## src/xcfr_pkg.sv

```systemverilog
`timescale 1ns / 1ps

package xcfr_pkg;

  localparam int unsigned BufDepth = 64;
  localparam int unsigned AddrW    = (BufDepth > 1) ? $clog2(BufDepth) : 1;
  localparam int unsigned IdxW     = $clog2(BufDepth + 1);
  localparam int unsigned ByteW    = 8;
  localparam int unsigned CfgIdxW  = 1;
  localparam int unsigned CfgDataW = 8;

  localparam logic [ByteW-1:0] BufDepthB      = ByteW'(BufDepth);
  localparam logic [ByteW-1:0] StartMarkerRst = 8'hAA;
  localparam logic [ByteW-1:0] AcceptedKindRst = 8'h02;

  typedef enum logic [1:0] {
    StOk      = 2'd0,
    StBadSum  = 2'd1,
    StBadKind = 2'd2,
    StTooLong = 2'd3
  } status_e;

  typedef enum logic [CfgIdxW-1:0] {
    CfgStartMarker  = 1'b0,
    CfgAcceptedKind = 1'b1
  } cfg_idx_e;

  typedef struct packed {
    logic             we;
    logic [AddrW-1:0] waddr;
    logic [ByteW-1:0] wdata;
    logic             re;
    logic [AddrW-1:0] raddr;
  } mem_req_t;

endpackage

```

## src/xcfr_rx_if.sv

```systemverilog
`timescale 1ns / 1ps

interface xcfr_rx_if;
  logic       valid;
  logic       ready;
  logic [7:0] rx_byte;

  modport source (output valid, output rx_byte, input ready);
  modport sink (input valid, input rx_byte, output ready);
endinterface

```

## src/xcfr_res_if.sv

```systemverilog
`timescale 1ns / 1ps

interface xcfr_res_if;
  logic                 valid;
  logic                 ready;
  logic [7:0]           payload_byte;
  logic                 byte_present;
  logic                 last_of_frame;
  xcfr_pkg::status_e    frame_status;

  modport source (
    output valid, output payload_byte, output byte_present,
    output last_of_frame, output frame_status, input ready
  );
  modport sink (
    input valid, input payload_byte, input byte_present,
    input last_of_frame, input frame_status, output ready
  );
endinterface

```

## src/xcfr_store.sv

```systemverilog
`timescale 1ns / 1ps

module xcfr_store (
  input  logic                          clk_i,
  input  xcfr_pkg::mem_req_t            mem_req_i,
  output logic [xcfr_pkg::ByteW-1:0]    rdata_o
);
  import xcfr_pkg::*;

  logic [ByteW-1:0] mem_q [BufDepth];
  logic [ByteW-1:0] rdata_q;

  always_ff @(posedge clk_i) begin
    if (mem_req_i.we) begin
      mem_q[mem_req_i.waddr] <= mem_req_i.wdata;
    end
  end

  always_ff @(posedge clk_i) begin
    if (mem_req_i.re) begin
      rdata_q <= mem_q[mem_req_i.raddr];
    end
  end

  assign rdata_o = rdata_q;

endmodule

```

## src/xcfr_ctrl.sv

```systemverilog
`timescale 1ns / 1ps

module xcfr_ctrl (
  input  logic                          clk_i,
  input  logic                          rst_ni,
  input  logic                          cfg_we_i,
  input  logic [xcfr_pkg::CfgIdxW-1:0]  cfg_idx_i,
  input  logic [xcfr_pkg::CfgDataW-1:0] cfg_data_i,
  xcfr_rx_if.sink                       rx,
  xcfr_res_if.source                    res,
  output xcfr_pkg::mem_req_t            mem_req_o,
  input  logic [xcfr_pkg::ByteW-1:0]    mem_rdata_i
);
  import xcfr_pkg::*;

  typedef enum logic [5:0] {
    PhHunt    = 6'b000001,
    PhLength  = 6'b000010,
    PhKind    = 6'b000100,
    PhPayload = 6'b001000,
    PhCheck   = 6'b010000,
    PhEmit    = 6'b100000
  } phase_e;

  phase_e           phase_q, phase_d;
  logic [ByteW-1:0] start_marker_q, accepted_kind_q;
  logic [ByteW-1:0] frame_length_q, frame_length_d;
  logic [ByteW-1:0] frame_kind_q, frame_kind_d;
  logic [ByteW-1:0] bytes_seen_q, bytes_seen_d;
  logic [ByteW-1:0] running_xor_q, running_xor_d;
  logic [IdxW-1:0]  rd_idx_q, rd_idx_d, rd_idx_inc;
  logic             rd_pend_q, rd_last_q;
  logic             out_valid_q;
  logic [ByteW-1:0] out_byte_q;
  logic             out_present_q, out_last_q;
  status_e          out_status_q;

  logic    out_free, load_rd, issue_rd, rd_last;
  logic    rx_ready, in_acc, emit_burst, verdict_now;
  status_e verdict;

  assign out_free = !out_valid_q || res.ready;
  assign load_rd  = rd_pend_q && out_free;

  always_comb begin
    unique case (phase_q)
      PhEmit:  rx_ready = 1'b0;
      PhCheck: rx_ready = !rd_pend_q && out_free;
      default: rx_ready = 1'b1;
    endcase
  end

  assign in_acc = rx.valid && rx_ready;

  always_comb begin
    priority if (frame_length_q > BufDepthB) begin
      verdict = StTooLong;
    end else if (rx.rx_byte != running_xor_q) begin
      verdict = StBadSum;
    end else if (frame_kind_q != accepted_kind_q) begin
      verdict = StBadKind;
    end else begin
      verdict = StOk;
    end
  end

  assign emit_burst  = (verdict == StOk) && (frame_length_q != '0);
  assign verdict_now = in_acc && (phase_q == PhCheck);

  assign issue_rd   = (phase_q == PhEmit) && (!rd_pend_q || load_rd);
  assign rd_idx_inc = rd_idx_q + IdxW'(1);
  assign rd_last    = (ByteW'(rd_idx_inc) == frame_length_q);

  always_comb begin
    phase_d        = phase_q;
    frame_length_d = frame_length_q;
    frame_kind_d   = frame_kind_q;
    bytes_seen_d   = bytes_seen_q;
    running_xor_d  = running_xor_q;
    rd_idx_d       = rd_idx_q;
    unique case (phase_q)
      PhLength: begin
        if (in_acc) begin
          frame_length_d = rx.rx_byte;
          phase_d        = PhKind;
        end
      end
      PhKind: begin
        if (in_acc) begin
          frame_kind_d  = rx.rx_byte;
          bytes_seen_d  = '0;
          running_xor_d = '0;
          phase_d       = (frame_length_q == '0) ? PhCheck : PhPayload;
        end
      end
      PhPayload: begin
        if (in_acc) begin
          running_xor_d = running_xor_q ^ rx.rx_byte;
          bytes_seen_d  = bytes_seen_q + ByteW'(1);
          if (bytes_seen_d >= frame_length_q) begin
            phase_d = PhCheck;
          end
        end
      end
      PhCheck: begin
        if (in_acc) begin
          rd_idx_d = '0;
          phase_d  = emit_burst ? PhEmit : PhHunt;
        end
      end
      PhEmit: begin
        if (issue_rd) begin
          rd_idx_d = rd_idx_inc;
          if (rd_last) begin
            phase_d = PhHunt;
          end
        end
      end
      default: begin
        if (in_acc) begin
          phase_d = (rx.rx_byte == start_marker_q) ? PhLength : PhHunt;
        end
      end
    endcase
  end

  always_ff @(posedge clk_i or negedge rst_ni) begin
    if (!rst_ni) begin
      phase_q        <= PhHunt;
      frame_length_q <= '0;
      frame_kind_q   <= '0;
      bytes_seen_q   <= '0;
      running_xor_q  <= '0;
      rd_idx_q       <= '0;
    end else begin
      phase_q        <= phase_d;
      frame_length_q <= frame_length_d;
      frame_kind_q   <= frame_kind_d;
      bytes_seen_q   <= bytes_seen_d;
      running_xor_q  <= running_xor_d;
      rd_idx_q       <= rd_idx_d;
    end
  end

  always_ff @(posedge clk_i or negedge rst_ni) begin
    if (!rst_ni) begin
      start_marker_q  <= StartMarkerRst;
      accepted_kind_q <= AcceptedKindRst;
    end else if (cfg_we_i) begin
      unique case (cfg_idx_e'(cfg_idx_i))
        CfgStartMarker:  start_marker_q  <= cfg_data_i[ByteW-1:0];
        CfgAcceptedKind: accepted_kind_q <= cfg_data_i[ByteW-1:0];
        default: ;
      endcase
    end
  end

  // read pending: data sits in the store's output register until loaded
  always_ff @(posedge clk_i or negedge rst_ni) begin
    if (!rst_ni) begin
      rd_pend_q <= 1'b0;
      rd_last_q <= 1'b0;
    end else if (issue_rd) begin
      rd_pend_q <= 1'b1;
      rd_last_q <= rd_last;
    end else if (load_rd) begin
      rd_pend_q <= 1'b0;
    end
  end

  always_ff @(posedge clk_i or negedge rst_ni) begin
    if (!rst_ni) begin
      out_valid_q <= 1'b0;
    end else if (load_rd || (verdict_now && !emit_burst)) begin
      out_valid_q <= 1'b1;
    end else if (res.ready) begin
      out_valid_q <= 1'b0;
    end
  end

  always_ff @(posedge clk_i) begin
    if (load_rd) begin
      out_byte_q    <= mem_rdata_i;
      out_present_q <= 1'b1;
      out_last_q    <= rd_last_q;
      out_status_q  <= StOk;
    end else if (verdict_now && !emit_burst) begin
      out_byte_q    <= '0;
      out_present_q <= 1'b0;
      out_last_q    <= 1'b1;
      out_status_q  <= verdict;
    end
  end

  assign rx.ready          = rx_ready;
  assign res.valid         = out_valid_q;
  assign res.payload_byte  = out_byte_q;
  assign res.byte_present  = out_present_q;
  assign res.last_of_frame = out_last_q;
  assign res.frame_status  = out_status_q;

  assign mem_req_o.we    = in_acc && (phase_q == PhPayload) && (bytes_seen_q < BufDepthB);
  assign mem_req_o.waddr = bytes_seen_q[AddrW-1:0];
  assign mem_req_o.wdata = rx.rx_byte;
  assign mem_req_o.re    = issue_rd;
  assign mem_req_o.raddr = rd_idx_q[AddrW-1:0];

endmodule

```

## src/xor_checked_frame_receiver.sv

```systemverilog
`timescale 1ns / 1ps
// Channel   Dir  Handshake                 Payload
// rx_i      in   valid / ready             rx_byte
// res_o     out  valid / ready             payload_byte, byte_present,
//                                          last_of_frame, frame_status
// cfg       in   cfg_we_i (no handshake)   cfg_idx_i, cfg_data_i
//
// One received byte per cycle outside a payload burst.
// After the checksum of a good N-byte frame the store is read once a cycle unless the
// output stalls, and no byte is taken until all N reads are issued.
// A status-only verdict is valid the cycle after its checksum byte.
// A checksum byte waits while the output register or a store read is busy.
// Reset is asynchronous; no clearing pass, the store is read only where written.

module xor_checked_frame_receiver (
  input  logic                          clk_i,
  input  logic                          rst_ni,
  input  logic                          cfg_we_i,
  input  logic [xcfr_pkg::CfgIdxW-1:0]  cfg_idx_i,
  input  logic [xcfr_pkg::CfgDataW-1:0] cfg_data_i,
  xcfr_rx_if.sink                       rx_i,
  xcfr_res_if.source                    res_o
);
  import xcfr_pkg::*;

  mem_req_t         mem_req;
  logic [ByteW-1:0] mem_rdata;

  xcfr_ctrl u_ctrl (
    .clk_i       (clk_i),
    .rst_ni      (rst_ni),
    .cfg_we_i    (cfg_we_i),
    .cfg_idx_i   (cfg_idx_i),
    .cfg_data_i  (cfg_data_i),
    .rx          (rx_i),
    .res         (res_o),
    .mem_req_o   (mem_req),
    .mem_rdata_i (mem_rdata)
  );

  xcfr_store u_store (
    .clk_i     (clk_i),
    .mem_req_i (mem_req),
    .rdata_o   (mem_rdata)
  );

endmodule

```

## src/flat_wrapper.sv

```systemverilog
// flat-port wrapper written by rule: the top's interface ports become plain ports
module xor_checked_frame_receiver_flat import xcfr_pkg::*;
  (clk_i, rst_ni, cfg_we_i, cfg_idx_i, cfg_data_i, rx_i_valid, rx_i_rx_byte, rx_i_ready, res_o_valid, res_o_payload_byte, res_o_byte_present, res_o_last_of_frame, res_o_frame_status, res_o_ready);
  xcfr_rx_if rx_i_i ();
  xcfr_res_if res_o_i ();
  input  logic clk_i;
  input  logic rst_ni;
  input  logic cfg_we_i;
  input  logic [xcfr_pkg::CfgIdxW-1:0] cfg_idx_i;
  input  logic [xcfr_pkg::CfgDataW-1:0] cfg_data_i;
  input wire logic [$bits(rx_i_i.valid)-1:0] rx_i_valid;
  input wire logic [$bits(rx_i_i.rx_byte)-1:0] rx_i_rx_byte;
  output wire logic [$bits(rx_i_i.ready)-1:0] rx_i_ready;
  output wire logic [$bits(res_o_i.valid)-1:0] res_o_valid;
  output wire logic [$bits(res_o_i.payload_byte)-1:0] res_o_payload_byte;
  output wire logic [$bits(res_o_i.byte_present)-1:0] res_o_byte_present;
  output wire logic [$bits(res_o_i.last_of_frame)-1:0] res_o_last_of_frame;
  output wire logic [$bits(res_o_i.frame_status)-1:0] res_o_frame_status;
  input wire logic [$bits(res_o_i.ready)-1:0] res_o_ready;
  assign rx_i_i.valid = rx_i_valid;
  assign rx_i_i.rx_byte = rx_i_rx_byte;
  assign rx_i_ready = rx_i_i.ready;
  assign res_o_valid = res_o_i.valid;
  assign res_o_payload_byte = res_o_i.payload_byte;
  assign res_o_byte_present = res_o_i.byte_present;
  assign res_o_last_of_frame = res_o_i.last_of_frame;
  assign res_o_frame_status = res_o_i.frame_status;
  assign res_o_i.ready = res_o_ready;
  xor_checked_frame_receiver u_core (.clk_i(clk_i), .rst_ni(rst_ni), .cfg_we_i(cfg_we_i), .cfg_idx_i(cfg_idx_i), .cfg_data_i(cfg_data_i), .rx_i(rx_i_i), .res_o(res_o_i));
endmodule
```

## config.mk

```make
export PLATFORM = sky130hd
export DESIGN_NAME = xor_checked_frame_receiver_flat
export DESIGN_NICKNAME = d
export VERILOG_FILES = /design/src/xcfr_pkg.sv /design/src/xcfr_rx_if.sv /design/src/xcfr_res_if.sv /design/src/xcfr_store.sv /design/src/xcfr_ctrl.sv /design/src/xor_checked_frame_receiver.sv /design/src/flat_wrapper.sv
export SDC_FILE = /design/constraint.sdc
export NUM_CORES = 1
export LEC_CHECK = 0
export BUFFER_PORTS_ARGS = -buffer_cell sky130_fd_sc_hd__buf_2
export CAP_MARGIN = 15
export CORE_MARGIN = 2
export CORE_UTILIZATION = 60
export DETAILED_ROUTE_END_ITERATION = 8
export HOLD_SLACK_MARGIN = 0.06
export PLACE_DENSITY = 0.84
export RECOVER_POWER = 50
export SETUP_SLACK_MARGIN = 0.4
export SLEW_MARGIN = 20
export SYNTH_ARGS = -nofsm -noshare
export SYNTH_HDL_FRONTEND = slang
export SYNTH_SLANG_ARGS = --single-unit
export TNS_END_PERCENT = 5
```

## constraint.sdc

```tcl
create_clock -name clk_i -period 4.95 [get_ports clk_i]
set_clock_uncertainty 0.1 [all_clocks]
set_input_delay 0.2475 -clock clk_i [delete_from_list [all_inputs] [get_ports clk_i]]
set_output_delay 0.2475 -clock clk_i [all_outputs]
set_load 0.01 [all_outputs]
```

==> run_results.csv, run 1 <==
group,metric,value,unit
run_status,status,"finished, violations left",
run_status,violations,"max-capacitance violations, max-slew violations",
timing,setup_viol,0,
clocking,path_clk_slew,0.06,ns
layout,final_common_cell,"edfxtp_1",
synth,ys.flop_type,"edfxtp_1",
timing,timing.setup.tns,0,ns
grt,grt_pass1_wl,82.5,mm
grt,grt_max_degree,72,
floorplan,num_rows,73,
timing,final-max-slew-violation-count,492,
timing,max_freq,240,MHz
synth,synth-edff-count,529,
grt,grt_pass1_vias,12800,
layout,area.growth.synth_to_final,10.8,%
worst_setup_path,critical_path_class,"flop to flop",
worst_setup_path,cp-start-kind,"flop",
synth,yosys_register_bits,596,
clocking,clock_path_buffers,3,
place,gp_congestion,0.885,
synth,netlist_area,0.0241,mm²
clocking,cts.repair.resized,0,
pwr,irDropWorstVdd,0.251,mV
clocking,htreeDepth,2,
synth,yosysSeqAreaShare,72.9,%
detailed_routing,wl_per_cell,28.7,µm
detailed_routing,drtIter0Drc,1712,
synth,syn-instance-count,1273,
worst_setup_path,cp_cell_sequence,"nor4_1, nand3b_1, or3_1, nor2_2, nand3_1, nor2_1",
grt,grt_overflow,0,
detailed_routing,firstDrtPassIters,5,
clocking,clock_latency,0.60,ns
layout,n_fill_cell,2458,
place,place_hpwl,32.7,mm
layout,nets,1372,
run,cap_violations,10,
clocking,cts_buffers,54,
floorplan,die_h,204,µm
detailed_routing,drcViolationCount,0,
clocking,clock_sinks,596,
layout,drive_gt1_share,22.1,%
timing,worst_pin_slew,3.50,ns
synth,synth_warnings,0,
clocking,cts_tree,"yes",
worst_setup_path,cpPeakStageDelay,0.79,ns
layout,layout_common_cells,"529 x edfxtp_1, 144 x mux4_2, 89 x nor2_1",
worst_setup_path,worstPathArrival,4.29,ns
worst_setup_path,cp_data_required_time,5.07,ns
detailed_routing,ant_nets,0,
timing,slew_headroom,-133,%
worst_setup_path,crit_path_max_fanout,18,
floorplan,die_w,204,µm
place,portBuffers,35,
synth,async_flop_share,10.7,%
grt,antenna_found_initial,0,
worst_setup_path,path_buf_inv,0,
layout,n_antenna_cell,0,
worst_hold_path,min_path_type,"input port to flop",
timing,fin_crit_sh,84.3,%
floorplan,die-area,0.0417,mm²
worst_setup_path,worst_setup_path_end_kind,"flop",
timing,rsz0062_at_grt,"no",
synth,yosysUniqueCellTypes,64,
worst_hold_path,min-delay-start,"cfg_idx_i",
worst_setup_path,timing.rr.start,"u_core.u_ctrl.phase_q[4]",
timing,hold_viol_final,0,
floorplan,io_pins,36,
grt,track_usage,27.3,%
clocking,root_buffer,"clkbuf_16",
worst_setup_path,startpoint,"u_core.u_ctrl.phase_q[4]",
detailed_routing,wl,54.7,mm
worst_setup_path,crit_family,"simple AND/OR/NAND/NOR gates",
worst_setup_path,slowest_stage,"nor2_1",
pwr,p_per_area,369,mW/mm²
timing,period_needed,4.17,ns
pwr,leakagePower,8.60,nW
synth,syn_avg_cell_area,18.9,µm²
detailed_routing,vias,12700,
floorplan,core,0.0396,mm²
detailed_routing,routed_via_density,6.67,
timing,hold_slack,0.101,ns
floorplan,initial_core_util,60.7,%
synth,synth.net_count,1305,
[worst min-delay path: stages]
cell and delay, ns:
buf_2 0.09, nor2b_1 0.15, mux2_2 0.26
[report_power, final]
group	internal [mW]	switching, mW	leakage, nW
Clock	2.35	1.80	0.859
Sequential	5.50	0.0154	5.58
Combinational	0.0477	0.131	2.15
[per-layer routing]
layer	global-route usage (%)	part of all wire, %
met3	4.64	9.8
met1	39.0	38
met5	0	0
met4	10.1	3.7
met2	43.0	48
[metrics by stage]
| stage | util, % | power, mW | std cells | worst slack, ns | instance area, µm² |
|---|---|---|---|---|---|
| floorplan | - | 5.66 | 1273 | 2.17 | 24100 |
| global placement | 62.7 | 5.79 | 1795 | 1.10 | 24800 |
| detailed placement | 62.7 | 5.79 | 1795 | 0.906 | 24800 |
| CTS | 67.4 | 9.89 | 1907 | 0.869 | 26700 |
| global route | 67.2 | 10.1 | 1907 | 0.631 | 26700 |
| finish | 67.2 | 9.85 | 1907 | 0.776 | 26700 |
[cell type report]
cell class / count / area, µm² / area share [%]
flip-flops and latches: 596 / 17600 / 65.9
multi-input cells: 602 / 6190 / 23.2
clock buffers: 68 / 1500 / 5.62
well taps: 525 / 657 / 2.46
inverters: 10 / 37.5 / 0.141
clock inverters: 30 / 254 / 0.953
repair buffers: 76 / 452 / 1.69
[registers in the layout (all words and copies together) (netlist names), 6 cells and up]
| register | flops |
|---|---|
| u_core.u_ctrl.accepted_kind_q | 8 |
| u_core.u_store.rdata_o | 8 |
| u_core.u_ctrl.rd_idx_q | 7 |
| u_core.u_ctrl.phase_q | 6 |
| u_core.u_store.mem_q | 512 |
| u_core.u_ctrl.frame_length_q | 8 |
| u_core.u_ctrl.start_marker_q | 8 |
| u_core.u_ctrl.running_xor_q | 8 |
| u_core.u_ctrl.res.payload_byte | 8 |
| u_core.u_ctrl.frame_kind_q | 8 |
| u_core.u_ctrl.bytes_seen_q | 8 |
[final timing paths]
kind	to	slack, ns	cells after the start
setup / recovery	u_core.u_store.mem_q[12][6]	0.78	6
hold / removal	u_core.u_ctrl.start_marker_q[0]	0.10	3
setup reg to reg	u_core.u_store.mem_q[12][6]	0.78	6
hold reg to reg	u_core.u_ctrl.res.byte_present	0.37	2
max in group asynchronous	u_core.u_ctrl.rd_idx_q[2]	1.52	3
min in group asynchronous	u_core.u_ctrl.start_marker_q[5]	0.30	2
[logic make-up after synthesis]
logic type | Yosys count | share of synthesized area (%)
muxes | 191 | 15.7
adders and majority gates | 10 | 0.520
AOI/OAI and AO/OA | 107 | 2.90
and+or+nand+nor | 254 | 5.19
xor gates and xnor gates | 40 | 1.46
buffers and inverters | 75 | 1.33
DFF | 596 | 72.9
[synthesized netlist by cell type (6+ instances only)]
library cell | n | area, µm²
and3_1 | 10 | 62.6
inv_1 | 9 | 33.8
ha_1 | 10 | 125
mux2_2 | 25 | 282
mux4_2 | 144 | 3240
nor2_1 | 89 | 334
dfrtp_1 | 58 | 1450
a22oi_1 | 16 | 120
dfstp_2 | 6 | 158
nor4_1 | 11 | 68.8
a211oi_1 | 16 | 120
nand2_1 | 57 | 214
nand3_1 | 17 | 85.1
buf_1 | 11 | 41.3
a21oi_1 | 22 | 110
xnor2_1 | 12 | 105
nor2b_1 | 20 | 125
buf_2 | 15 | 75.1
o21ai_0 | 34 | 170
mux2i_1 | 17 | 170
edfxtp_1 | 529 | 15900
nand4_1 | 6 | 37.5
clkbuf_1 | 35 | 131
nor3_1 | 10 | 50.1
xor2_1 | 28 | 245
[timing repair]
action                    4_1_cts  5_1_grt
hold buffers                   14        0
hold endpoints to repair       41        0
buffers inserted                0        0
Note: power is estimated with default switching activity, not from simulation.
==> run 2, diff against run 1 <==
Clock period 4.95 ns to 4.2 ns, I/O delays scaled along.
==> run 2 against run 1 <==
- the run still ends with max-capacitance violations, max-slew violations left
- combinational power up 19%
- routed wire length up 3.4%
- sequential power up 18%
- critical endpoint is now u_core.u_store.mem_q[34][1]
- largest cell class unchanged
- highest routed layer is now met5
==> run_results.csv, run 2 (synthesized netlist as in run 1, its figures left out) <==
group,metric,value,unit
worst_setup_path,cp.depth,5,
layout,utilization,67.8,%
place,portBuffers,35,
place,dp.cells,1818,
grt,grt_overflow,0,
grt,grt_pass1_vias,12900,
worst_setup_path,slowest_stage,"nor2_1",
worst_setup_path,worst_setup_path_end_kind,"flop",
worst_setup_path,cp_data_required_time,4.31,ns
grt,grt_max_degree,69,
clocking,path_clk_slew,0.06,ns
clocking,root_buffer,"clkbuf_16",
floorplan,die_h,204,µm
pwr,irDropWorstVdd,0.301,mV
timing,max_freq,260,MHz
detailed_routing,drcViolationCount,0,
worst_setup_path,cpPeakStageDelay,0.87,ns
timing,timing.setup.tns,0,ns
layout,top_register,"u_core.u_store.mem_q",
timing,slew_headroom,-136,%
floorplan,io_pins,36,
worst_setup_path,cp-start-kind,"flop",
timing,final-max-slew-violation-count,467,
clocking,cts_tree,"yes",
floorplan,core,0.0396,mm²
grt,track_usage,28.0,%
worst_setup_path,path_buf_inv,0,
run_status,status,"finished, violations left",
clocking,cts_setup_buffers,0,
floorplan,num_rows,73,
worst_hold_path,min_path_type,"input port to flop",
timing,hold_viol_final,0,
worst_setup_path,r2r_cells,5,
run,cap_violations,11,
run_status,violations,"max-capacitance violations, max-slew violations",
clocking,cts_buffers,55,
timing,setup_viol,0,
worst_setup_path,worstPathArrival,3.95,ns
worst_setup_path,cp_cell_sequence,"nor4_1, nand3b_1, nor3_2, nand3_1, nor2_1",
detailed_routing,wl_per_cell,29.2,µm
worst_setup_path,crit_family,"simple AND/OR/NAND/NOR gates",
clocking,clock_latency,0.59,ns
layout,fin_cells,1935,
grt,antenna_found_initial,4,
place,place_hpwl,33.9,mm
detailed_routing,routed_via_density,6.60,
layout,area.growth.synth_to_final,11.7,%
timing,worst_pin_slew,3.54,ns
pwr,p_per_area,435,mW/mm²
timing,fin_crit_sh,91.4,%
pwr,p_total,11.7,mW
pwr,leakagePower,8.74,nW
detailed_routing,vias,12800,
detailed_routing,wl,56.5,mm
layout,final_common_cell,"edfxtp_1",
layout,nets,1395,
grt,grt_pass1_wl,83.6,mm
detailed_routing,ant_nets,0,
layout,largest_register_ffs,512,
layout,layout_common_cells,"529 x edfxtp_1, 144 x mux4_2, 89 x nor2_1",
floorplan,die_w,204,µm
timing,hold_slack,0.148,ns
timing,rsz0062_at_grt,"yes",
clocking,clock_path_buffers,3,
clocking,cts.repair.resized,0,
detailed_routing,drtIter0Drc,1519,
place,gp_congestion,0.933,
layout,drive_gt1_share,23.6,%
worst_setup_path,crit_path_max_fanout,8,
worst_setup_path,critical_path_class,"flop to flop",
worst_hold_path,holdPathStages,3,
layout,n_fill_cell,2386,
clocking,clock_sinks,596,
clocking,htreeDepth,2,
floorplan,initial_core_util,60.7,%
timing,period_needed,3.84,ns
floorplan,die-area,0.0417,mm²
detailed_routing,firstDrtPassIters,7,
run 2: worst register-to-register path: stages (launching register included):
cell	delay (ns)
dfrtp_1	0.42
nor4_1	0.55
nand3b_1	0.31
nor3_2	0.49
nand3_1	0.71
nor2_1	0.88
run 2: path summary, 6_finish.rpt:
kind / startpoint / end / slack, ns
min: cfg_we_i / u_core.u_ctrl.accepted_kind_q[4] / 0.15
max: u_core.u_ctrl.phase_q[4] / u_core.u_store.mem_q[34][1] / 0.36
min in group asynchronous: rst_ni / u_core.u_ctrl.accepted_kind_q[0] / 0.83
max reg2reg: u_core.u_ctrl.phase_q[4] / u_core.u_store.mem_q[34][1] / 0.36
max in group asynchronous: rst_ni / u_core.u_ctrl.running_xor_q[4] / 1.03
min reg2reg: u_core.u_ctrl.res.byte_present / u_core.u_ctrl.res.byte_present / 0.35
run 2: layout make-up:
| type | count | area [µm²] | area share [%] |
|---|---|---|---|
| clock inverter | 33 | 303 | 1.13 |
| antenna | 1 | 2.50 | 0.00931 |
| clock buffer | 70 | 1500 | 5.56 |
| timing repair buffer | 98 | 622 | 2.31 |
| multi-input combinational | 602 | 6190 | 23.0 |
| sequential | 596 | 17600 | 65.4 |
| tap | 525 | 657 | 2.44 |
| inverter | 10 | 37.5 | 0.140 |
run 2: per-layer routing:
layer | track usage, % | up-vias | share of wire (%)
met1 | 38.3 | 6492 | 37
li1 | - | 5298 | -
met3 | 7.22 | 152 | 11
met4 | 11.4 | 6 | 4.1
met2 | 43.6 | 816 | 48
met5 | 0 | - | 0.083
run 2: through the flow:
stage                     setup slack, ns  cell area (µm²)
after floorplan                      1.42            24100
after global placement              0.696            25000
after detailed placement            0.535            25000
after CTS                           0.492            27000
after global routing                0.145            26900
final                               0.360            26900
run 2: what timing repair did:
item	in CTS	in global routing
hold buffers	13	0
setup endpoints to repair	0	151
endpoints found under the hold margin	76	0
run 2: report_power, final:
group | switching [mW] | internal (mW) | total (mW)
sequential | 0.0184 | 6.48 | 6.50
clock | 2.15 | 2.83 | 4.98
combinational | 0.156 | 0.0558 | 0.212
==> run 3, diff against run 2 <==
Settings changed: BUFFER_PORTS_ARGS -buffer_cell sky130_fd_sc_hd__buf_2 to unset, CTS_BUF_LIST set to sky130_fd_sc_hd__clkbuf_8, DONT_BUFFER_PORTS set to 1.
==> run 3 against run 2 <==
- the flow now finishes without violations
- count of clock-buffer cells in the layout is 30 higher
- global-route usage is 1.4 points lower
- highest routed layer unchanged
- total power down 6.1%
- utilization grew 0.32 points
- largest power group unchanged
- worst hold slack improved by 0.0066 ns
- setup slack better by 0.34 ns
- critical endpoint is now u_core.u_store.mem_q[37][1]
- routed wire length is 5.8% lower
- sequential share of layout area down 0.30 points
==> run_results.csv, run 3 (synthesized netlist as in run 1, its figures left out) <==
group,metric,value,unit
layout,final_area,0.0270,mm²
worst_hold_path,min_path_type,"input port to flop",
clocking,clock_path_buffers,3,
worst_setup_path,cp_cell_sequence,"nor4_1, nand3b_1, or3_1, nor2_2, nand4_2, nor2_1",
layout,seq_area,0.0176,mm²
grt,track_usage,26.5,%
place,gp_congestion,0.876,
grt,grt_util_met2,42.1,%
clocking,root_buffer,"clkbuf_8",
layout,fin_cells,1982,
worst_setup_path,slowest_stage,"nor2_1",
timing,slew_headroom,3.35,%
place,portBuffers,0,
clocking,cts_tree,"yes",
layout,largest_register_ffs,512,
worst_setup_path,crit_path_max_fanout,8,
pwr,p_per_area,407,mW/mm²
worst_setup_path,r2r_cells,6,
place,dp.cells,1793,
worst_hold_path,holdPathStages,5,
grt,grt_pass1_wl,80.4,mm
grt,grt_use_met3,6.04,%
worst_setup_path,worst_setup_path_end_kind,"flop",
pwr,p_switching,2.27,mW
worst_setup_path,worstPathArrival,3.65,ns
floorplan,die-area,0.0417,mm²
clocking,htreeDepth,3,
worst_setup_path,cp_data_required_time,4.35,ns
timing,setup_viol,0,
clocking,clock_latency,0.65,ns
detailed_routing,vias,12800,
grt,grt_overflow,0,
pwr,p_sw_share,20.6,%
layout,layout_common_cells,"529 x edfxtp_1, 144 x mux4_2, 100 x clkbuf_8",
clocking,cts_buffers,88,
timing,max_freq,286,MHz
layout,multi_input_area,0.00619,mm²
worst_setup_path,critical_path_class,"flop to flop",
worst_setup_path,cp-start-kind,"flop",
worst_setup_path,path_buf_inv,0,
timing,hold_viol_final,0,
timing,period_needed,3.50,ns
floorplan,num_rows,73,
worst_setup_path,crit_family,"simple AND/OR/NAND/NOR gates",
timing,timing.setup.tns,0,ns
detailed_routing,wl,53.3,mm
floorplan,die_w,204,µm
pwr,seqPwrFrac,59.2,%
floorplan,initial_core_util,60.7,%
grt,busiest_layer,"met2",
floorplan,io_pins,36,
layout,final_common_cell,"edfxtp_1",
clocking,path_clk_slew,0.06,ns
detailed_routing,firstDrtPassIters,6,
clocking,clock_sinks,596,
layout,top_register,"u_core.u_store.mem_q",
pwr,p_int,8.72,mW
detailed_routing,drcViolationCount,0,
floorplan,die_h,204,µm
worst_hold_path,min-delay-start,"rx_i_rx_byte[6]",
timing,worst_pin_slew,1.45,ns
grt,antenna_found_initial,2,
place,place_ws,0.779,ns
detailed_routing,ant_nets,0,
pwr,p_comb_share,2.0,%
worst_setup_path,timing.rr.end,"u_core.u_store.mem_q[37][1]",
timing,fin_crit_sh,83.2,%
run_status,status,"finished, final reports clean",
layout,n_fill_cell,2380,
timing,final-max-slew-violation-count,0,
clocking,cts_setup_buffers,0,
clocking,cts.repair.resized,0,
place,place_hpwl,30.7,mm
worst_setup_path,cpPeakStageDelay,0.72,ns
pwr,irDropWorstVdd,0.232,mV
pwr,p_total,11.0,mW
detailed_routing,drtIter0Drc,1649,
grt,grt_use_met1,36.5,%
floorplan,core,0.0396,mm²
detailed_routing,wl_per_cell,26.9,µm
layout,utilization,68.1,%
layout,drive_gt1_share,26.0,%
timing,hold_slack,0.155,ns
clocking,ctsHoldBuffers,35,
pwr,pwr-share-clk,38.8,%
worst_hold_path,whs_endpoint,"u_core.u_ctrl.phase_q[1]",
worst_setup_path,timing.rr.start,"u_core.u_ctrl.phase_q[4]",
timing,rsz0062_at_grt,"no",
run,cap_violations,0,
grt,grt_pass1_vias,12900,
layout,area.growth.synth_to_final,12.2,%
grt,grt_max_degree,83,
detailed_routing,routed_via_density,6.46,
worst_setup_path,r2r_setup_slack,0.70,ns
pwr,leakagePower,8.99,nW
place,place_area,0.0249,mm²
layout,nets,1425,
timing,final.setup.worst_slack,0.704,ns
run 3: cell types whose count changed in the layout (fill, tap and decap cells not counted), moves of 8 or more:
| cell | change |
|---|---|
| dlygate4sd3_1 | +12 |
| clkbuf_8 | +98 |
| clkbuf_16 | -57 |
| buf_16 | +8 |
| inv_1 | +33 |
| buf_2 | -12 |
| clkbuf_1 | -47 |
| buf_4 | +25 |
run 3: per-layer routing:
layer	vias up	share of wire, %
li1	5367	-
met1	6504	38
met2	799	49
met3	126	9.9
met4	2	3.4
met5	-	0.024
run 3: layout make-up:
| class | instances | share of cell area, % |
|---|---|---|
| tap | 525 | 2.43 |
| timing repair buffer | 95 | 3.54 |
| sequential | 596 | 65.1 |
| inverter | 10 | 0.139 |
| clock inverter | 52 | 0.783 |
| multi-input combinational | 602 | 22.9 |
| antenna | 2 | 0.0185 |
| clock buffer | 100 | 5.10 |
run 3: worst max path at each step:
stage                     slack [ns]                      from                          end  depth (start not counted)
final                           0.70  u_core.u_ctrl.phase_q[4]  u_core.u_store.mem_q[37][1]                          6
after global routing            0.59  u_core.u_ctrl.phase_q[4]  u_core.u_store.mem_q[48][2]                          6
after CTS                       0.80  u_core.u_ctrl.phase_q[4]  u_core.u_store.mem_q[50][0]                          5
after detailed placement        0.78  u_core.u_ctrl.phase_q[4]  u_core.u_store.mem_q[45][0]                          6
after global placement          0.91  u_core.u_ctrl.phase_q[4]  u_core.u_store.mem_q[26][7]                          5
after floorplan                 1.42  u_core.u_ctrl.phase_q[4]  u_core.u_store.mem_q[44][0]                          7
run 3: power groups by stage:
stage	combinational, mW	sequential [mW]	clock (mW)
after global routing	0.242	6.50	4.55
final	0.224	6.50	4.26
after global placement	0.0618	6.62	0
after detailed placement	0.0642	6.62	0
after CTS	0.230	6.50	4.31
after floorplan	0.0556	6.62	0
run 3: worst min-delay path, delay by kind of cell:
kind | cells | cell delay (ns)
XOR/XNOR | 1 | 0.12
AND/OR/NAND/NOR | 3 | 0.26
multiplexers | 1 | 0.26
